File: src/hdl/assert_macros.svh
// ---------------------------------------------------------------------------
// Assertion macros used by the RTL core
// ---------------------------------------------------------------------------
`ifndef ASSERT_MACROS_SVH
`define ASSERT_MACROS_SVH

// Concurrent check on the rising clock edge, off while reset is held low.
`define GDR_ASSERT(label, clk, rst_n, prop) \
    label: assert property (@(posedge clk) disable iff (!rst_n) prop) \
        else $error("gated delta rule core: check failed");

// Same check with a caller-supplied message.
`define GDR_ASSERT_MSG(label, clk, rst_n, prop, msg) \
    label: assert property (@(posedge clk) disable iff (!rst_n) prop) \
        else $error(msg);

`endif

File: src/hdl/gdr_pkg.sv
// ---------------------------------------------------------------------------
// gdr_pkg
// Sizes, codes, types and arithmetic helpers of the gated delta rule core.
// ---------------------------------------------------------------------------
`timescale 1ns / 1ps

package gdr_pkg;

    localparam int HEADS     = 4;
    localparam int KEY_DIM   = 16;
    localparam int VALUE_DIM = 16;

    localparam int HD_W   = (HEADS > 1) ? $clog2(HEADS) : 1;
    localparam int KI_W   = $clog2(KEY_DIM);
    localparam int VI_W   = $clog2(VALUE_DIM);
    localparam int DEPTH  = HEADS * KEY_DIM * VALUE_DIM;
    localparam int ADDR_W = $clog2(DEPTH);
    localparam int ACC_W  = 64;

    // command codes carried in tuser
    localparam logic [1:0] CMD_LOAD  = 2'd0;
    localparam logic [1:0] CMD_RUN   = 2'd1;
    localparam logic [1:0] CMD_CLEAR = 2'd2;

    localparam logic signed [ACC_W-1:0] HALF_LSB = 64'sd2048;
    localparam logic signed [ACC_W-1:0] S32_MAX  = 64'sd2147483647;
    localparam logic signed [ACC_W-1:0] S32_MIN  = -64'sd2147483648;

    // one element written into the operand buffers
    typedef struct packed {
        logic              valid;
        logic [3:0]        element;
        logic signed [13:0] query;
        logic signed [13:0] key;
        logic [12:0]       beta;
        logic [12:0]       decay;
        logic signed [15:0] value;
        logic [12:0]       gate;
    } t_load;

    // read indexes into the operand buffers
    typedef struct packed {
        logic [KI_W-1:0] row_a;
        logic [KI_W-1:0] row_key;
        logic [KI_W-1:0] row_q;
        logic [VI_W-1:0] col;
    } t_rd_idx;

    // operands read from the buffers
    typedef struct packed {
        logic [12:0]        decay;
        logic signed [15:0] kb;
        logic signed [13:0] key;
        logic signed [13:0] query;
        logic signed [17:0] vw;
    } t_operands;

    // floor((x + 2^11) / 2^12)
    function automatic logic signed [ACC_W-1:0] round12(input logic signed [ACC_W-1:0] x);
        return (x + HALF_LSB) >>> 12;
    endfunction

    function automatic logic ovf32(input logic signed [ACC_W-1:0] x);
        return (x > S32_MAX) || (x < S32_MIN);
    endfunction

    function automatic logic signed [31:0] sat32(input logic signed [ACC_W-1:0] x);
        logic signed [31:0] y;
        if (x > S32_MAX) begin
            y = 32'sh7FFFFFFF;
        end else if (x < S32_MIN) begin
            y = 32'sh80000000;
        end else begin
            y = x[31:0];
        end
        return y;
    endfunction

    // state memory address of entry (row, col) of a head
    function automatic logic [ADDR_W-1:0] ram_addr(input logic [HD_W-1:0] h,
                                                   input logic [KI_W-1:0] r,
                                                   input logic [VI_W-1:0] c);
        return ADDR_W'((int'(h) * KEY_DIM + int'(r)) * VALUE_DIM + int'(c));
    endfunction

endpackage

File: src/hdl/gdr_operand_buf.sv
// ---------------------------------------------------------------------------
// gdr_operand_buf
// Per-element operand buffers; forms k*beta and v*w as each word loads.
// ---------------------------------------------------------------------------
`timescale 1ns / 1ps

module gdr_operand_buf (
    input  logic               i_clk,
    input  gdr_pkg::t_load     i_load,
    input  gdr_pkg::t_rd_idx   i_idx,
    output gdr_pkg::t_operands o_ops
);

    logic signed [13:0] r_query [gdr_pkg::KEY_DIM];
    logic signed [13:0] r_key   [gdr_pkg::KEY_DIM];
    logic [12:0]        r_decay [gdr_pkg::KEY_DIM];
    logic signed [15:0] r_kb    [gdr_pkg::KEY_DIM];
    logic signed [17:0] r_vw    [gdr_pkg::VALUE_DIM];

    logic signed [28:0] kb_sum;
    logic signed [30:0] vw_sum;
    logic               key_side;
    logic               val_side;

    // round the two element products to Q12
    always_comb begin
        kb_sum = 29'(i_load.key * $signed({1'b0, i_load.beta})) + 29'sd2048;
        vw_sum = 31'(i_load.value * $signed({1'b0, i_load.gate})) + 31'sd2048;
        key_side = int'(i_load.element) < gdr_pkg::KEY_DIM;
        val_side = int'(i_load.element) < gdr_pkg::VALUE_DIM;
    end

    // store the element where it fits the vector
    always_ff @(posedge i_clk) begin
        if (i_load.valid && key_side) begin
            r_query[gdr_pkg::KI_W'(i_load.element)] <= i_load.query;
            r_key[gdr_pkg::KI_W'(i_load.element)]   <= i_load.key;
            r_decay[gdr_pkg::KI_W'(i_load.element)] <= i_load.decay;
            r_kb[gdr_pkg::KI_W'(i_load.element)]    <= kb_sum[27:12];
        end
        if (i_load.valid && val_side) begin
            r_vw[gdr_pkg::VI_W'(i_load.element)] <= vw_sum[29:12];
        end
    end

    // read indexes: decay and k*beta share row_a, the other buffers have one each
    always_comb begin
        o_ops.decay = r_decay[i_idx.row_a];
        o_ops.kb    = r_kb[i_idx.row_a];
        o_ops.key   = r_key[i_idx.row_key];
        o_ops.query = r_query[i_idx.row_q];
        o_ops.vw    = r_vw[i_idx.col];
    end

endmodule
File: config.mk
export PLATFORM = sky130hd
export DESIGN_NAME = gdr_operand_buf
export DESIGN_NICKNAME = d
export VERILOG_FILES = /design/src/hdl/assert_macros.svh /design/src/hdl/gdr_pkg.sv /design/src/hdl/gdr_operand_buf.sv
export SDC_FILE = /design/constraint.sdc
export NUM_CORES = 2
export LEC_CHECK = 0
export BUFFER_PORTS_ARGS = -buffer_cell sky130_fd_sc_hd__buf_2
export CAP_MARGIN = 20
export CORE_UTILIZATION = 63
export DETAILED_ROUTE_END_ITERATION = 10
export PLACE_DENSITY = 0.86
export SLEW_MARGIN = 20
export SYNTH_ARGS = -nofsm -noshare
export SYNTH_HDL_FRONTEND = slang
export SYNTH_SLANG_ARGS = --single-unit
File: constraint.sdc
create_clock -name i_clk -period 8.8 [get_ports i_clk]
set_input_delay 0.44 -clock i_clk [delete_from_list [all_inputs] [get_ports i_clk]]
set_output_delay 0.44 -clock i_clk [all_outputs]
set_load 0.03 [all_outputs]
# --- Yosys cells after proc, flatten, opt, wreduce, memory -nomap -nowiden ---
# Memory sizes are Yosys's and may differ from the RTL's.
# Index checks and enable logic that the tools add are counted.
# W data, S select, Z words.
totals:
  memories: 5
  input_bits: 105
  ram_bits: 1200
  register_bits: 0
op_classes:
  multipliers: 2
  addsub: 2
  mux: 2
mem_list:
  columns: ["name", "depth", "width", "read_ports", "rd_ports_with_merged_regs", "write_ports", "line", "rtl"]
  rows:
  - ["r_vw", 16, 18, 1, 0, 1, "gdr_operand_buf.sv:18", "logic signed [17:0] r_vw [gdr_pkg::VALUE_DIM];"]
  - ["r_kb", 16, 16, 1, 0, 1, "gdr_operand_buf.sv:17", "logic signed [15:0] r_kb [gdr_pkg::KEY_DIM];"]
  - ["r_key", 16, 14, 1, 0, 1, "gdr_operand_buf.sv:15", "logic signed [13:0] r_key [gdr_pkg::KEY_DIM];"]
  - ["r_query", 16, 14, 1, 0, 1, "gdr_operand_buf.sv:14", "logic signed [13:0] r_query [gdr_pkg::KEY_DIM];"]
  - ["r_decay", 16, 13, 1, 0, 1, "gdr_operand_buf.sv:16", "logic [12:0] r_decay [gdr_pkg::KEY_DIM];"]
op_table:
  columns: ["cell", "n"]
  rows:
  - ["$add A30 B13 Y30 const B", 1]
  - ["$mul A16 B14 Y30", 1]
  - ["$add A28 B13 Y28 const B", 1]
  - ["$mul A14 B14 Y28", 1]
  - ["$mux W1", 2]

# --- Longest topological paths before layout ---
depth:
  word_depth: 2
  ltp_mapped: 24

# --- Worst setup path after synthesis ---
# Ideal clock, no wire load.
synth_timing:
  path_kind: "input-to-reg"
  start: "in i_load[86] (netlist bit)"
  end: "mem r_decay[0][0], enable pin"
  setup_slack_ns: 2.156
  required_ns: 8.199
  arrival_ns: 6.042
  path_stages: 2
  path_cell_list: "or3b_2 -> nor3_1"
synth_rtl:
  columns: ["item", "line", "rtl"]
  rows:
  - ["start: declaration", "gdr_operand_buf.sv:9", "input gdr_pkg::t_load i_load,"]
  - ["end: declaration", "gdr_operand_buf.sv:16", null]
# Straight into the memory's write port.

# --- Worst setup path in the final report ---
layout_timing:
  start: "in i_load[63] (netlist bit)"
  end: "mem r_kb[4][14], data pin"
layout_between:
  elab_chain_len: 2
layout_rtl:
  columns: ["item", "line", "rtl"]
  rows:
  - ["$mul A14 B14 Y28", "gdr_operand_buf.sv:27", "kb_sum = 29'(i_load.key * $signed({1'b0, i_load.beta})) + 29'sd2048;"]
  - ["$add A28 B13 Y28", "gdr_operand_buf.sv:27", null]
  - ["named net kb_sum[26]", "gdr_operand_buf.sv:20", "logic signed [28:0] kb_sum;"]
  - ["end: declaration", "gdr_operand_buf.sv:17", null]
# The timed path passes the listed nets, and every way through them passes these cells.

==> summary.md <==
| Metric | Value |
|---|---|
| #FFs+latches synth | 1200 |
| Setup TNS | 0 ns |
| Unrepaired setup endpoints after global routing | no |
| Share of cells above drive strength 1 | 0.220 |
| Final hold vios | 0 |
| Synthesized instance count | about 3300 |
| Clk root buf | clkbuf_16 |
| Die height | 310 µm |
| Cts bufs inserted | 112 |
| Setup CP Type | in -> reg |
| Routed Antenna Nets | 0 |
| Fillers | ~5700 |
| Drt via density | 6.21 |
| Maximum root-to-sink buffer count | 3 |
| Max_slew headroom | 0.219 |
| Unique cell type count in the Yosys netlist | 51 |
| 1st-pass router iterations | 7 |
| Vias | ~30000 |
| Residual DRC count | 0 |
| Die area | ~0.096 mm² |
| # resized after CTS | 0 |
| Data arrival, critical path | between 7 and 8 ns |
| Clk sink count | between 1000 and 1500 |
| Synthesized area | roughly 0.060 mm² |
| Slowest stage delay, CP | 0.86 ns |
| First-pass GRT wire length | 199 mm |
| Final Net Count | 4180 |
| Grt total ovfl | 0 |
| Synthesized area per cell | 18.0 µm² |
| Drt wl/cell | 27.3 µm |
| Period utilization | 0.795 |
| Iter 0 DRT Violations | 3230 |
| H-tree depth | 3 |
| Net count of the mapped netlist | between 3000 and 4000 |
| CTS tree | yes |
| Initial Utilization | 0.639 |
| Worst-path clk slew | 0.07 ns |
| Max-slew violation count | 0 |
| HPWL reported at the end of detailed placement | between 70 and 80 mm |
| Initial antenna violation count | 2 |
| CP required | roughly 9.1 ns |
| I/O pin count | 180 |
| Area grow syn2layout | 10.0% |
| Maxcap violations | 0 |
| Min cycle time layout | 6.99 ns |
| Commonest non-fill, non-tap cell in the layout | edfxtp_1 |
| Commonest non-fill, non-tap cells in the layout | 1200 x edfxtp_1, 489 x inv_1, 382 x fa_1, 375 x mux4_2, 241 x and2_1 |
| Cts hold-fix bufs | 0 |
| Postcts setup bufs | 0 |
| Setup violators final | 0 |
| Total core area | between 0.09 and 0.1 mm² |
| WL final | ~130 mm |
| GP Congestion | 0.874 |
| Post-synthesis sequential area ratio | 0.602 |
| Tot GR Track Use | 0.287 |
| Die width | 310 µm |
| Number of synthesis warnings | 0 |
| Worst-margin pin slew | 1.17 ns |
| Hold Crit Class | in -> reg |
| Rows | 112 |
| Vias in the first global route | 31700 |
| EDFF count, synth | 1200 |
| Worst path slowest cell | xor2_1 |
| FMAX | around 140 MHz |
| Startpoint Class | primary input |
| Core Util, Final | 0.703 |
| CP Max Fanout | 29 |
| Asr flop ratio synth | 0 |
| Dominant synthesized flop cell | edfxtp_1 |
| Worst setup EP type | register |
| Outcome | finished clean |
| Crit path cell chain | buf_2 > and2_1 > fa_1 > inv_1 > fa_1 > inv_1 > fa_1 > fa_1 > fa_1 > inv_1 > fa_1 > inv_1 > ha_1 > a21o_1 > a2111oi_1 > nor4_1 > o221ai_1 > a21oi_1 > a211o_1 > xor2_1 |
| Critical path's most frequent cell | fa_1 |
| Port Buf Inserts | between 150 and 200 |
| Largest net degree at the start of global routing | 77 |
-- registers in the layout, summed over array words and instances (netlist names) --
signal and cells:
r_decay 208, r_query 224, r_kb 256, r_vw 288
r_key 224
-- area by class of cell --
type	count	area (µm²)	area share
sequential	1200	36000	0.547
antenna	3	7.51	0.000114
timing repair buffer	222	1230	0.0187
multi-input combinational	1508	21700	0.330
clock buffer	141	2930	0.0445
clock inverter	64	577	0.00875
tap	1254	1570	0.0238
inverter	489	1840	0.0278
-- through the flow --
step | worst slack (ns) | instance area, µm² | hold WS [ns] | instances
global route | 1.52 | 65900 | 0.0923 | 4878
detailed placement | 1.25 | 62300 | 0.829 | 4672
global placement | 1.52 | 62300 | 0.806 | 4672
CTS | 1.93 | 65800 | 0.0679 | 4877
finish | 1.81 | 65900 | 0.111 | 4881
floorplan | 2.16 | 59900 | 0.539 | 3335
-- critical path, delay by kind of cell --
kind,cells,cell delay (ns)
compound gates,5,1.84
xor+xnor,1,0.86
fa+ha+maj,7,3.29
buf+inv,5,0.45
simple gates,2,0.42
-- cells by family after synthesis --
group / after synthesis / share of synthesized area
XOR/XNOR: 44 / 0.00643
flip-flops: 1200 / 0.602
multiplexers: 375 / 0.141
AO/OA/AOI/OAI: 73 / 0.00871
buffers and inverters: 627 / 0.0397
AND/OR/NAND/NOR: 474 / 0.0414
adder cells (fa/ha/maj): 542 / 0.161
-- worst paths after layout --
kind                                   to  slack, ns  cells after the start        from
setup / recovery    r_kb[4][14]$_DFFE_PP_       1.81                     20  i_load[63]
hold / removal    r_decay[6][7]$_DFFE_PP_       0.11                      1  i_load[36]
-- synth_stat cells, types with 2 or more instances --
cell type / instances / area, µm²
nand2b_1: 5 / 31.3
o21a_1: 5 / 37.5
buf_1: 14 / 52.6
nand3_1: 4 / 20.0
a21boi_0: 2 / 15.0
inv_1: 489 / 1840
a211oi_1: 3 / 22.5
nand4_1: 7 / 43.8
buf_2: 19 / 95.1
nand2_1: 155 / 582
a21oi_1: 17 / 85.1
xnor2_1: 31 / 272
a21o_1: 15 / 113
a211o_1: 2 / 17.5
clkbuf_1: 105 / 394
or3_1: 2 / 12.5
and3_1: 4 / 25.0
a2bb2oi_2: 2 / 30.0
nor3_1: 11 / 55.1
ha_1: 160 / 2000
nor2_1: 36 / 135
mux4_2: 375 / 8450
edfxtp_1: 1200 / 36000
o21ai_0: 8 / 40.0
fa_1: 382 / 7650
nand3b_1: 2 / 15.0
and2_1: 241 / 1510
o21ai_1: 3 / 15.0
a21oi_2: 2 / 17.5
xor2_1: 13 / 114
-- per-layer routing --
layer,up-vias,global-route usage,share of wire,wire [µm]
met5,-,0,0.00019,25
met4,4,0.0848,0.028,3750
met3,245,0.0464,0.081,10800
met2,1470,0.479,0.51,67500
met1,16000,0.396,0.38,51000
li1,12500,-,-,-
Power is not shown: default switching activity piles up to over one toggle a cycle in this logic, so the estimate is an artifact.
